**src/hdl/kmsd_pkg.sv**
```systemverilog
// Shared types and constants of the macro stream decoder.
package kmsd_pkg;

	localparam int NUM_CFG   = 8;
	localparam int CFG_IDX_W = 3;

	// register indexes
	localparam logic [CFG_IDX_W-1:0] CFG_PREFIX = 3'd0;
	localparam logic [CFG_IDX_W-1:0] CFG_TAP    = 3'd1;

	localparam logic [7:0] CFG_RESET [NUM_CFG] = '{
		8'd1, 8'd1, 8'd2, 8'd3, 8'd4, 8'd5, 8'd6, 8'd7
	};

	typedef enum logic [2:0] {
		EV_PRESS   = 3'd0,
		EV_RELEASE = 3'd1,
		EV_TYPE    = 3'd2,
		EV_DELAY   = 3'd3,
		EV_DONE    = 3'd4
	} event_kind_t;

	// One decoded word: an optional main event, an optional release of the
	// same keycode, an optional done event, emitted in that order.
	typedef struct packed {
		logic        has_main;
		event_kind_t main_kind;
		logic [15:0] value;
		logic        has_rel;
		logic        has_done;
	} kmsd_cmd_t;

endpackage

```
**src/hdl/kmsd_if.sv**
```systemverilog
// Handshake channels: store bytes in, decoded events out.
interface kmsd_in_if;
	logic       valid;
	logic       ready;
	logic       start_req;
	logic [7:0] macro_index;
	logic [7:0] data_byte;
	logic       end_of_store;

	modport source (output valid, start_req, macro_index, data_byte, end_of_store,
		input ready);
	modport sink (input valid, start_req, macro_index, data_byte, end_of_store,
		output ready);
endinterface

interface kmsd_out_if;
	logic        valid;
	logic        ready;
	logic [2:0]  event_kind;
	logic [15:0] keycode;
	logic [7:0]  character;
	logic [15:0] delay_ms;
	logic        last;

	modport source (output valid, event_kind, keycode, character, delay_ms, last,
		input ready);
	modport sink (input valid, event_kind, keycode, character, delay_ms, last,
		output ready);
endinterface

```
**src/hdl/kmsd_front.sv**
```systemverilog
// Front end: configuration registers, playback state and byte classification.
module kmsd_front (
	input  logic                              clk,
	input  logic                              arst_n,
	input  logic                              cfg_we,
	input  logic [kmsd_pkg::CFG_IDX_W-1:0]    cfg_idx,
	input  logic [7:0]                        cfg_wdata,
	kmsd_in_if.sink                           in_ch,
	input  logic                              q_full,
	output logic                              cmd_push,
	output kmsd_pkg::kmsd_cmd_t               cmd
);
	import kmsd_pkg::*;

	typedef enum logic [2:0] {
		PH_IDLE, PH_SKIP, PH_READ, PH_SUB, PH_LOW, PH_HIGH
	} phase_t;

	typedef enum logic [2:0] {
		K_TAP, K_DOWN, K_UP, K_DELAY, K_XTAP, K_XDOWN, K_XUP, K_NONE
	} kclass_t;

	logic [7:0]  cfg_q [NUM_CFG];
	phase_t      phase_q, phase_n;
	logic [7:0]  skip_q, skip_n;
	logic [7:0]  sub_q, sub_n;
	logic [7:0]  low_q, low_n;
	kclass_t     kclass;
	logic        accept;
	logic        done;
	logic [15:0] kc_raw, kc;
	logic [7:0]  hi_m1, lo_m1;
	logic [15:0] ms;
	kmsd_cmd_t   cmd_n;

	assign in_ch.ready = !q_full;
	assign accept      = in_ch.valid && !q_full;

	always_ff @(posedge clk or negedge arst_n) begin
		if (!arst_n) begin
			for (int i = 0; i < NUM_CFG; i++) cfg_q[i] <= CFG_RESET[i];
		end else if (cfg_we) begin
			cfg_q[cfg_idx] <= cfg_wdata;
		end
	end

	// lowest matching sub-code register wins
	always_comb begin
		kclass = K_NONE;
		for (int i = 6; i >= 0; i--) begin
			if (sub_q == cfg_q[CFG_TAP + CFG_IDX_W'(i)]) kclass = kclass_t'(3'(i));
		end
	end

	assign kc_raw = {in_ch.data_byte, low_q};
	assign kc     = (kc_raw > 16'hFF00) ? {low_q, 8'h00} : kc_raw;
	assign hi_m1  = in_ch.data_byte - 8'd1;
	assign lo_m1  = low_q - 8'd1;
	// (lo-1) + (hi-1)*255 as (hi-1)*256 - (hi-1) + (lo-1)
	assign ms     = {hi_m1, 8'h00} - {8'h00, hi_m1} + {8'h00, lo_m1};

	always_comb begin
		phase_t     ph_eff;
		logic [7:0] skip_eff;
		logic [7:0] b;
		b        = in_ch.data_byte;
		ph_eff   = phase_q;
		skip_eff = skip_q;
		if (in_ch.start_req) begin
			skip_eff = in_ch.macro_index;
			ph_eff   = (in_ch.macro_index != 8'd0) ? PH_SKIP : PH_READ;
		end
		phase_n = ph_eff;
		skip_n  = skip_eff;
		sub_n   = sub_q;
		low_n   = low_q;
		done    = 1'b0;
		cmd_n   = '0;
		case (ph_eff)
			PH_SKIP: begin
				if (b == 8'd0) begin
					skip_n = skip_eff - 8'd1;
					if (skip_eff == 8'd1) phase_n = PH_READ;
				end
			end
			PH_READ: begin
				if (b == 8'd0) begin
					done = 1'b1;
				end else if (b == cfg_q[CFG_PREFIX]) begin
					phase_n = PH_SUB;
				end else begin
					cmd_n.has_main  = 1'b1;
					cmd_n.main_kind = EV_TYPE;
					cmd_n.value     = {8'h00, b};
				end
			end
			PH_SUB: begin
				if (b == 8'd0) begin
					done = 1'b1;
				end else begin
					sub_n   = b;
					phase_n = PH_LOW;
				end
			end
			PH_LOW: begin
				low_n       = b;
				phase_n     = PH_READ;
				cmd_n.value = {8'h00, b};
				case (kclass)
					K_TAP: begin
						cmd_n.has_main  = (b != 8'd0);
						cmd_n.main_kind = EV_PRESS;
						cmd_n.has_rel   = (b != 8'd0);
					end
					K_DOWN: begin
						cmd_n.has_main  = (b != 8'd0);
						cmd_n.main_kind = EV_PRESS;
					end
					K_UP: begin
						cmd_n.has_main  = (b != 8'd0);
						cmd_n.main_kind = EV_RELEASE;
					end
					K_NONE: ;
					default: phase_n = PH_HIGH;
				endcase
			end
			PH_HIGH: begin
				phase_n = PH_READ;
				if (kclass == K_DELAY) begin
					if (low_q == 8'd0 || b == 8'd0) begin
						done = 1'b1;
					end else begin
						cmd_n.has_main  = 1'b1;
						cmd_n.main_kind = EV_DELAY;
						cmd_n.value     = ms;
					end
				end else if (kc != 16'd0) begin
					cmd_n.has_main  = 1'b1;
					cmd_n.main_kind = (kclass == K_XUP) ? EV_RELEASE : EV_PRESS;
					cmd_n.value     = kc;
					cmd_n.has_rel   = (kclass == K_XTAP);
				end
			end
			default: phase_n = PH_IDLE;
		endcase
		// end of store closes any running playback
		if (!done && in_ch.end_of_store && phase_n != PH_IDLE) done = 1'b1;
		if (done) phase_n = PH_IDLE;
		cmd_n.has_done = done;
	end

	assign cmd      = cmd_n;
	assign cmd_push = accept && (cmd_n.has_main || cmd_n.has_done);

	always_ff @(posedge clk or negedge arst_n) begin
		if (!arst_n) begin
			phase_q <= PH_IDLE;
			skip_q  <= 8'd0;
			sub_q   <= 8'd0;
			low_q   <= 8'd0;
		end else if (accept) begin
			phase_q <= phase_n;
			skip_q  <= skip_n;
			sub_q   <= sub_n;
			low_q   <= low_n;
		end
	end

endmodule

```
**src/hdl/kmsd_queue.sv**
```systemverilog
// Short queue of decoded words between front and back end.
module kmsd_queue (
	input  logic                clk,
	input  logic                arst_n,
	input  logic                push,
	input  kmsd_pkg::kmsd_cmd_t push_cmd,
	input  logic                pop,
	output logic                full,
	output logic                head_valid,
	output kmsd_pkg::kmsd_cmd_t head
);
	import kmsd_pkg::*;

	localparam int DEPTH = 4;
	localparam int AW    = $clog2(DEPTH);

	kmsd_cmd_t    slot_q [DEPTH];
	logic [AW-1:0] wr_ptr_q, rd_ptr_q;
	logic [AW:0]   count_q;

	assign full       = (count_q == (AW+1)'(DEPTH));
	assign head_valid = (count_q != '0);
	assign head       = slot_q[rd_ptr_q];

	always_ff @(posedge clk) begin
		if (push) slot_q[wr_ptr_q] <= push_cmd;
	end

	always_ff @(posedge clk or negedge arst_n) begin
		if (!arst_n) begin
			wr_ptr_q <= '0;
			rd_ptr_q <= '0;
			count_q  <= '0;
		end else begin
			if (push) wr_ptr_q <= wr_ptr_q + AW'(1);
			if (pop)  rd_ptr_q <= rd_ptr_q + AW'(1);
			if (push && !pop)      count_q <= count_q + (AW+1)'(1);
			else if (pop && !push) count_q <= count_q - (AW+1)'(1);
		end
	end

endmodule

```
**src/hdl/kmsd_back.sv**
```systemverilog
// Back end: expands each decoded word into events behind an output register.
module kmsd_back (
	input  logic                clk,
	input  logic                arst_n,
	input  logic                head_valid,
	input  kmsd_pkg::kmsd_cmd_t head,
	output logic                pop,
	kmsd_out_if.source          out_ch
);
	import kmsd_pkg::*;

	logic [2:0]  sent_q;
	logic [2:0]  pending, cur;
	logic        is_last, load;
	logic        out_valid_q;
	event_kind_t kind_q;
	logic [15:0] keycode_q, delay_q;
	logic [7:0]  char_q;
	logic        last_q;

	// bit 0 main event, bit 1 release, bit 2 done
	assign pending = {head.has_done, head.has_rel, head.has_main} & ~sent_q;
	assign cur     = {pending[2] & ~|pending[1:0], pending[1] & ~pending[0], pending[0]};
	assign is_last = ((pending & ~cur) == 3'b000);
	assign load    = head_valid && (!out_valid_q || out_ch.ready);
	assign pop     = load && is_last;

	always_ff @(posedge clk or negedge arst_n) begin
		if (!arst_n) begin
			sent_q      <= 3'b000;
			out_valid_q <= 1'b0;
		end else begin
			if (load) sent_q <= is_last ? 3'b000 : (sent_q | cur);
			if (load) out_valid_q <= 1'b1;
			else if (out_ch.ready) out_valid_q <= 1'b0;
		end
	end

	always_ff @(posedge clk) begin
		if (load) begin
			last_q <= is_last;
			if (cur[0]) begin
				kind_q    <= head.main_kind;
				keycode_q <= (head.main_kind inside {EV_PRESS, EV_RELEASE}) ?
					head.value : 16'd0;
				char_q    <= (head.main_kind == EV_TYPE) ? head.value[7:0] : 8'd0;
				delay_q   <= (head.main_kind == EV_DELAY) ? head.value : 16'd0;
			end else if (cur[1]) begin
				kind_q    <= EV_RELEASE;
				keycode_q <= head.value;
				char_q    <= 8'd0;
				delay_q   <= 16'd0;
			end else begin
				kind_q    <= EV_DONE;
				keycode_q <= 16'd0;
				char_q    <= 8'd0;
				delay_q   <= 16'd0;
			end
		end
	end

	assign out_ch.valid      = out_valid_q;
	assign out_ch.event_kind = kind_q;
	assign out_ch.keycode    = keycode_q;
	assign out_ch.character  = char_q;
	assign out_ch.delay_ms   = delay_q;
	assign out_ch.last       = last_q;

endmodule

```
**src/hdl/keyboard_macro_stream_decoder_core.sv**
```systemverilog
// Macro store decoder: store bytes in, key/type/delay/done events out.
//
// in_ch carries one store byte per word, with start_req and macro_index on the
// first byte of a playback and end_of_store on the last byte of the store.
// out_ch carries the events; last marks the final event caused by one byte.
// The configuration port (cfg_we, cfg_idx, cfg_wdata) sets the prefix byte and
// the seven sub-codes; write it only while no playback events are in flight.
//
// A byte is taken every cycle while the four-word queue behind the decoder has
// room. Its first event passes through the queue and the output register to
// out_ch. The event side runs at one event per cycle while out_ch is ready, so
// a tap (press plus release) or a byte that also closes the playback holds the
// event side for each event it yields; sustained input rate is one byte per
// cycle while each byte yields at most one event and out_ch does not stall.
// When out_ch stalls the output register holds its event, the queue fills and
// in_ch.ready drops once the queue is full.
// Reset clears playback state, empties the queue and loads the default codes.
module keyboard_macro_stream_decoder_core (
	input  logic                           clk,
	input  logic                           arst_n,
	input  logic                           cfg_we,
	input  logic [kmsd_pkg::CFG_IDX_W-1:0] cfg_idx,
	input  logic [7:0]                     cfg_wdata,
	kmsd_in_if.sink                        in_ch,
	kmsd_out_if.source                     out_ch
);
	import kmsd_pkg::*;

	kmsd_cmd_t cmd, head;
	logic      cmd_push, q_full, head_valid, pop;

	kmsd_front u_front (
		.clk       (clk),
		.arst_n    (arst_n),
		.cfg_we    (cfg_we),
		.cfg_idx   (cfg_idx),
		.cfg_wdata (cfg_wdata),
		.in_ch     (in_ch),
		.q_full    (q_full),
		.cmd_push  (cmd_push),
		.cmd       (cmd)
	);

	kmsd_queue u_queue (
		.clk        (clk),
		.arst_n     (arst_n),
		.push       (cmd_push),
		.push_cmd   (cmd),
		.pop        (pop),
		.full       (q_full),
		.head_valid (head_valid),
		.head       (head)
	);

	kmsd_back u_back (
		.clk        (clk),
		.arst_n     (arst_n),
		.head_valid (head_valid),
		.head       (head),
		.pop        (pop),
		.out_ch     (out_ch)
	);

endmodule

```
**src/flat_wrapper.sv**
```systemverilog
// flat-port wrapper written by rule: the top's interface ports become plain ports
module keyboard_macro_stream_decoder_core_flat import kmsd_pkg::*;
  (clk, arst_n, cfg_we, cfg_idx, cfg_wdata, in_ch_valid, in_ch_start_req, in_ch_macro_index, in_ch_data_byte, in_ch_end_of_store, in_ch_ready, out_ch_valid, out_ch_event_kind, out_ch_keycode, out_ch_character, out_ch_delay_ms, out_ch_last, out_ch_ready);
  kmsd_in_if in_ch_i ();
  kmsd_out_if out_ch_i ();
  input  logic clk;
  input  logic arst_n;
  input  logic cfg_we;
  input  logic [kmsd_pkg::CFG_IDX_W-1:0] cfg_idx;
  input  logic [7:0] cfg_wdata;
  input wire logic [$bits(in_ch_i.valid)-1:0] in_ch_valid;
  input wire logic [$bits(in_ch_i.start_req)-1:0] in_ch_start_req;
  input wire logic [$bits(in_ch_i.macro_index)-1:0] in_ch_macro_index;
  input wire logic [$bits(in_ch_i.data_byte)-1:0] in_ch_data_byte;
  input wire logic [$bits(in_ch_i.end_of_store)-1:0] in_ch_end_of_store;
  output wire logic [$bits(in_ch_i.ready)-1:0] in_ch_ready;
  output wire logic [$bits(out_ch_i.valid)-1:0] out_ch_valid;
  output wire logic [$bits(out_ch_i.event_kind)-1:0] out_ch_event_kind;
  output wire logic [$bits(out_ch_i.keycode)-1:0] out_ch_keycode;
  output wire logic [$bits(out_ch_i.character)-1:0] out_ch_character;
  output wire logic [$bits(out_ch_i.delay_ms)-1:0] out_ch_delay_ms;
  output wire logic [$bits(out_ch_i.last)-1:0] out_ch_last;
  input wire logic [$bits(out_ch_i.ready)-1:0] out_ch_ready;
  assign in_ch_i.valid = in_ch_valid;
  assign in_ch_i.start_req = in_ch_start_req;
  assign in_ch_i.macro_index = in_ch_macro_index;
  assign in_ch_i.data_byte = in_ch_data_byte;
  assign in_ch_i.end_of_store = in_ch_end_of_store;
  assign in_ch_ready = in_ch_i.ready;
  assign out_ch_valid = out_ch_i.valid;
  assign out_ch_event_kind = out_ch_i.event_kind;
  assign out_ch_keycode = out_ch_i.keycode;
  assign out_ch_character = out_ch_i.character;
  assign out_ch_delay_ms = out_ch_i.delay_ms;
  assign out_ch_last = out_ch_i.last;
  assign out_ch_i.ready = out_ch_ready;
  keyboard_macro_stream_decoder_core u_core (.clk(clk), .arst_n(arst_n), .cfg_we(cfg_we), .cfg_idx(cfg_idx), .cfg_wdata(cfg_wdata), .in_ch(in_ch_i), .out_ch(out_ch_i));
endmodule
```
**config.mk**
```make
export PLATFORM = sky130hd
export DESIGN_NAME = keyboard_macro_stream_decoder_core_flat
export DESIGN_NICKNAME = d
export VERILOG_FILES = /design/src/hdl/kmsd_pkg.sv /design/src/hdl/kmsd_if.sv /design/src/hdl/kmsd_front.sv /design/src/hdl/kmsd_queue.sv /design/src/hdl/kmsd_back.sv /design/src/hdl/keyboard_macro_stream_decoder_core.sv /design/src/flat_wrapper.sv
export SDC_FILE = /design/constraint.sdc
export NUM_CORES = 1
export LEC_CHECK = 0
export ABC_AREA = 0
export BUFFER_PORTS_ARGS = -buffer_cell sky130_fd_sc_hd__buf_4
export CORE_ASPECT_RATIO = 1.4
export CORE_MARGIN = 1
export CORE_UTILIZATION = 42
export DETAILED_ROUTE_END_ITERATION = 16
export REMOVE_ABC_BUFFERS = 1
export SKIP_CTS_REPAIR_TIMING = 1
export SLEW_MARGIN = 0
export SYNTH_ARGS = -nofsm -noshare
export SYNTH_HDL_FRONTEND = slang
export SYNTH_SLANG_ARGS = --single-unit
export TNS_END_PERCENT = 20
```
**constraint.sdc**
```tcl
create_clock -name clk -period 7.7 [get_ports clk]
set_input_delay 1.54 -clock clk [delete_from_list [all_inputs] [get_ports clk]]
set_output_delay 1.54 -clock clk [all_outputs]
set_load 0.01 [all_outputs]
```
==> results.cfg <==
[floorplanning]
core_um2 = 26400
die_y_um = 197
io_pins = 80
start_util_pct = 43.1
rows = 70
die_w_um = 141
dieArea_um2 = 27700

[placement]
dpl_worst_slack_ns = 2.61
hpwlAfterDp_um = 17300
post_dp_cell_area_um2 = 12300
routabilityCongestion = 0.931
port_buffers = 79

[final_layout]
area_growth_syn_to_layout_pct = 15.2
nets = 998
diodes = 0
layout-drive-gt1-share_pct = 25.5
finalInstanceArea_um2 = 13100
num-fill-cells = 2313
final_util_pct = 49.6

[synthesis]
async_flop_share_pct = 44.3
synth-main-ff-cell = edfxtp_1
netlist_area_um2 = 11400
yosysSeqAreaShare_pct = 56.4
synth_area_leaders = edfxtp_1 (34%), dfrtp_1 (20%), mux2_2 (7.7%)
synth_edf_count = 128
postSynthCellCount = 877
synth_warnings = 0
synth_area_leader_cell = edfxtp_1
ys_types = 71
synth-seq-cells = 230
avgSynthCellArea_um2 = 13.0
yosys.area.top_type_share_pct = 33.8

[grt]
grt_use_total_pct = 18.1
grt_max_degree = 77
antenna_found_initial = 0
globalRouteOverflowTotal = 0
grt_pass1_vias = 7265
grt_first_pass_wirelength_um = 39000

[status]
run_status = complete, no violations

[clocking]
htreeDepth = 1
clk_latency_ns = 0.51
clk_path_buf_depth = 3
clock-sinks = 230
cts_made_buffers = 23
clk_pin_slew_worst_paths_ns = 0.06
cts_root_buffer = clkbuf_16
tritoncts = done

[critical_path]
crit_fanout = 31
cp-end-kind = flop
required_ns = 7.82
slowest_stage = and2_1
path_cells = buf_4, nor3b_1, nand4_1, a211oi_1, nand2_1, a311o_1, a41oi_4, and2_1
critical_path_class = in2reg
critPathArrivalTime_ns = 4.67
path_buf_inv = 1
critical_path.top_delay_family = simple AND/OR/NAND/NOR gates
crit_path_start_kind = input pin
slowest_delay_ns = 0.89

[power_and_ir_drop]
swShare_pct = 32.9
power.density_nw_per_um2 = 362
clkPwrFrac_pct = 25.1
p_switching_mw = 1.56
p_comb_share_pct = 32.9
internal_power_mw = 3.18
p_leak_nw = 5.12
seqPwrFrac_pct = 42.0
ir_worst_vdd_mv = 0.177
power.total_mw = 4.74

[drt]
drtIter0Drc = 336
ant_nets = 0
drt_wl_total_um = 24000
vias = 7094
drc = 0
wl_per_cell_um = 18.2
dr.pass1.iters = 5
via_per_inst = 5.38

[timing]
final.period_utilization_pct = 59.1
final.setup.tns_ns = 0
setup_violations = 0
drv_slew = 0
period_needed_ns = 4.55
max_slew_margin_pct = 22.8
finalHoldViolCount = 0
rsz0062_at_grt = false
worst_pin_slew_ns = 1.15
clock-skew-final_ns = 0.0106
fmax_ghz = 0.220
setup_ws_ns = 3.15

[job]
maxCapViolations = 0

[min_path]
hold_class = reg2reg
[metal layers]
layer / GRT usage (%) / share of wire [%] / vias up
met5: 0 / 0 / -
li1: - / - / 3396
met3: 2.60 / 4.1 / 68
met2: 34.8 / 54 / 190
met4: 7.09 / 3.4 / 0
met1: 19.9 / 39 / 3440
[layout by cell type, fill, tap and decap left out, types with 19 or more instances in the layout]
cell type / count
mux2_2: 78
o21ai_0: 26
nor2_1: 38
dfrtp_1: 89
mux4_2: 21
buf_4: 84
inv_1: 25
edfxtp_1: 128
xnor2_1: 36
and2_1: 34
xor2_1: 52
ha_1: 19
clkbuf_16: 23
nand2_1: 51
[final cells by class]
type,count,area [µm²],share of cell area (%)
flip-flops and latches,230,6410,49.0
multi-input cells,579,4690,35.8
repair buffers,84,631,4.82
clock buffers,24,589,4.50
well taps,360,450,3.44
clock inverters,16,221,1.69
inverters,25,93.8,0.717
[sequential cells by signal, summed over array words and instances, names as in the netlist, 8 cells and up]
signal,flops
u_core.u_back.out_ch.delay_ms,16
u_core.u_back.out_ch.keycode,16
u_core.u_back.out_ch.character,8
u_core.u_queue.slot_q,84
u_core.u_front.low_q,8
u_core.u_front.cfg_q,64
u_core.u_front.skip_q,8
u_core.u_front.sub_q,8
[power groups by stage]
stage	clock [mW]	combinational (mW)	sequential (mW)
after floorplan	0	1.02	2.01
after global placement	0	1.56	2.01
after detailed placement	0	1.57	2.02
after CTS	1.22	1.58	1.99
after global routing	1.27	1.74	2.03
final	1.19	1.56	1.99
[cell usage after synthesis (7+ instances only)]
cell and count:
nand2b_1 8, mux4_2 21, and3_1 18, o21a_1 7
a21oi_1 17, xnor2_1 36, xor2_1 52, mux2i_1 7
nor2_1 38, ha_1 19, inv_1 25, dfrtp_1 89
nand2_1 51, edfxtp_1 128, nor4_1 18, dfstp_2 13
o211ai_1 7, o21ai_0 26, nand4_1 13, mux2_2 78
o31ai_1 11, buf_2 14, and2_1 34, nor3_1 18
clkbuf_1 26
[worst register-to-register path: stages (launching register included)]
cell      delay (ns)
dfrtp_1         0.55
xor2_1          0.24
nor4_1          0.70
a211oi_1        0.30
a31oi_1         0.67
o21ai_1         0.33
a41oi_4         0.36
and2_1          0.89
[worst paths after layout]
check / start / to / slack [ns] / cells past startpoint
min in group asynchronous: arst_n / u_core.u_front.low_q[3] / 0.96 / 1
worst min-delay path: u_core.u_front.skip_q[1] / u_core.u_front.skip_q[1] / 0.47 / 2
worst min register to register: u_core.u_front.skip_q[1] / u_core.u_front.skip_q[1] / 0.47 / 2
worst max register to register: u_core.u_front.sub_q[4] / u_core.u_queue.slot_q[1][17] / 3.26 / 7
worst max-delay path: in_ch_start_req / u_core.u_queue.slot_q[1][17] / 3.15 / 8
max in group asynchronous: arst_n / u_core.u_front.cfg_q[3] / 5.46 / 2
[through the flow]
| stage | instances | hold WS [ns] |
|---|---|---|
| floorplan | 834 | 0.438 |
| global placement | 1278 | 0.454 |
| detailed placement | 1278 | 0.467 |
| CTS | 1318 | 0.480 |
| global route | 1318 | 0.500 |
| finish | 1318 | 0.474 |
[logic make-up after synthesis]
logic type / after synthesis / synth area share, %
mux: 107 / 12.6
flops: 230 / 56.4
buf+inv: 68 / 2.47
compound gates: 123 / 7.72
xor+xnor: 88 / 6.78
fa+ha+maj: 21 / 2.44
simple gates: 240 / 11.5
No activity file was read; power rests on OpenSTA's default activity.
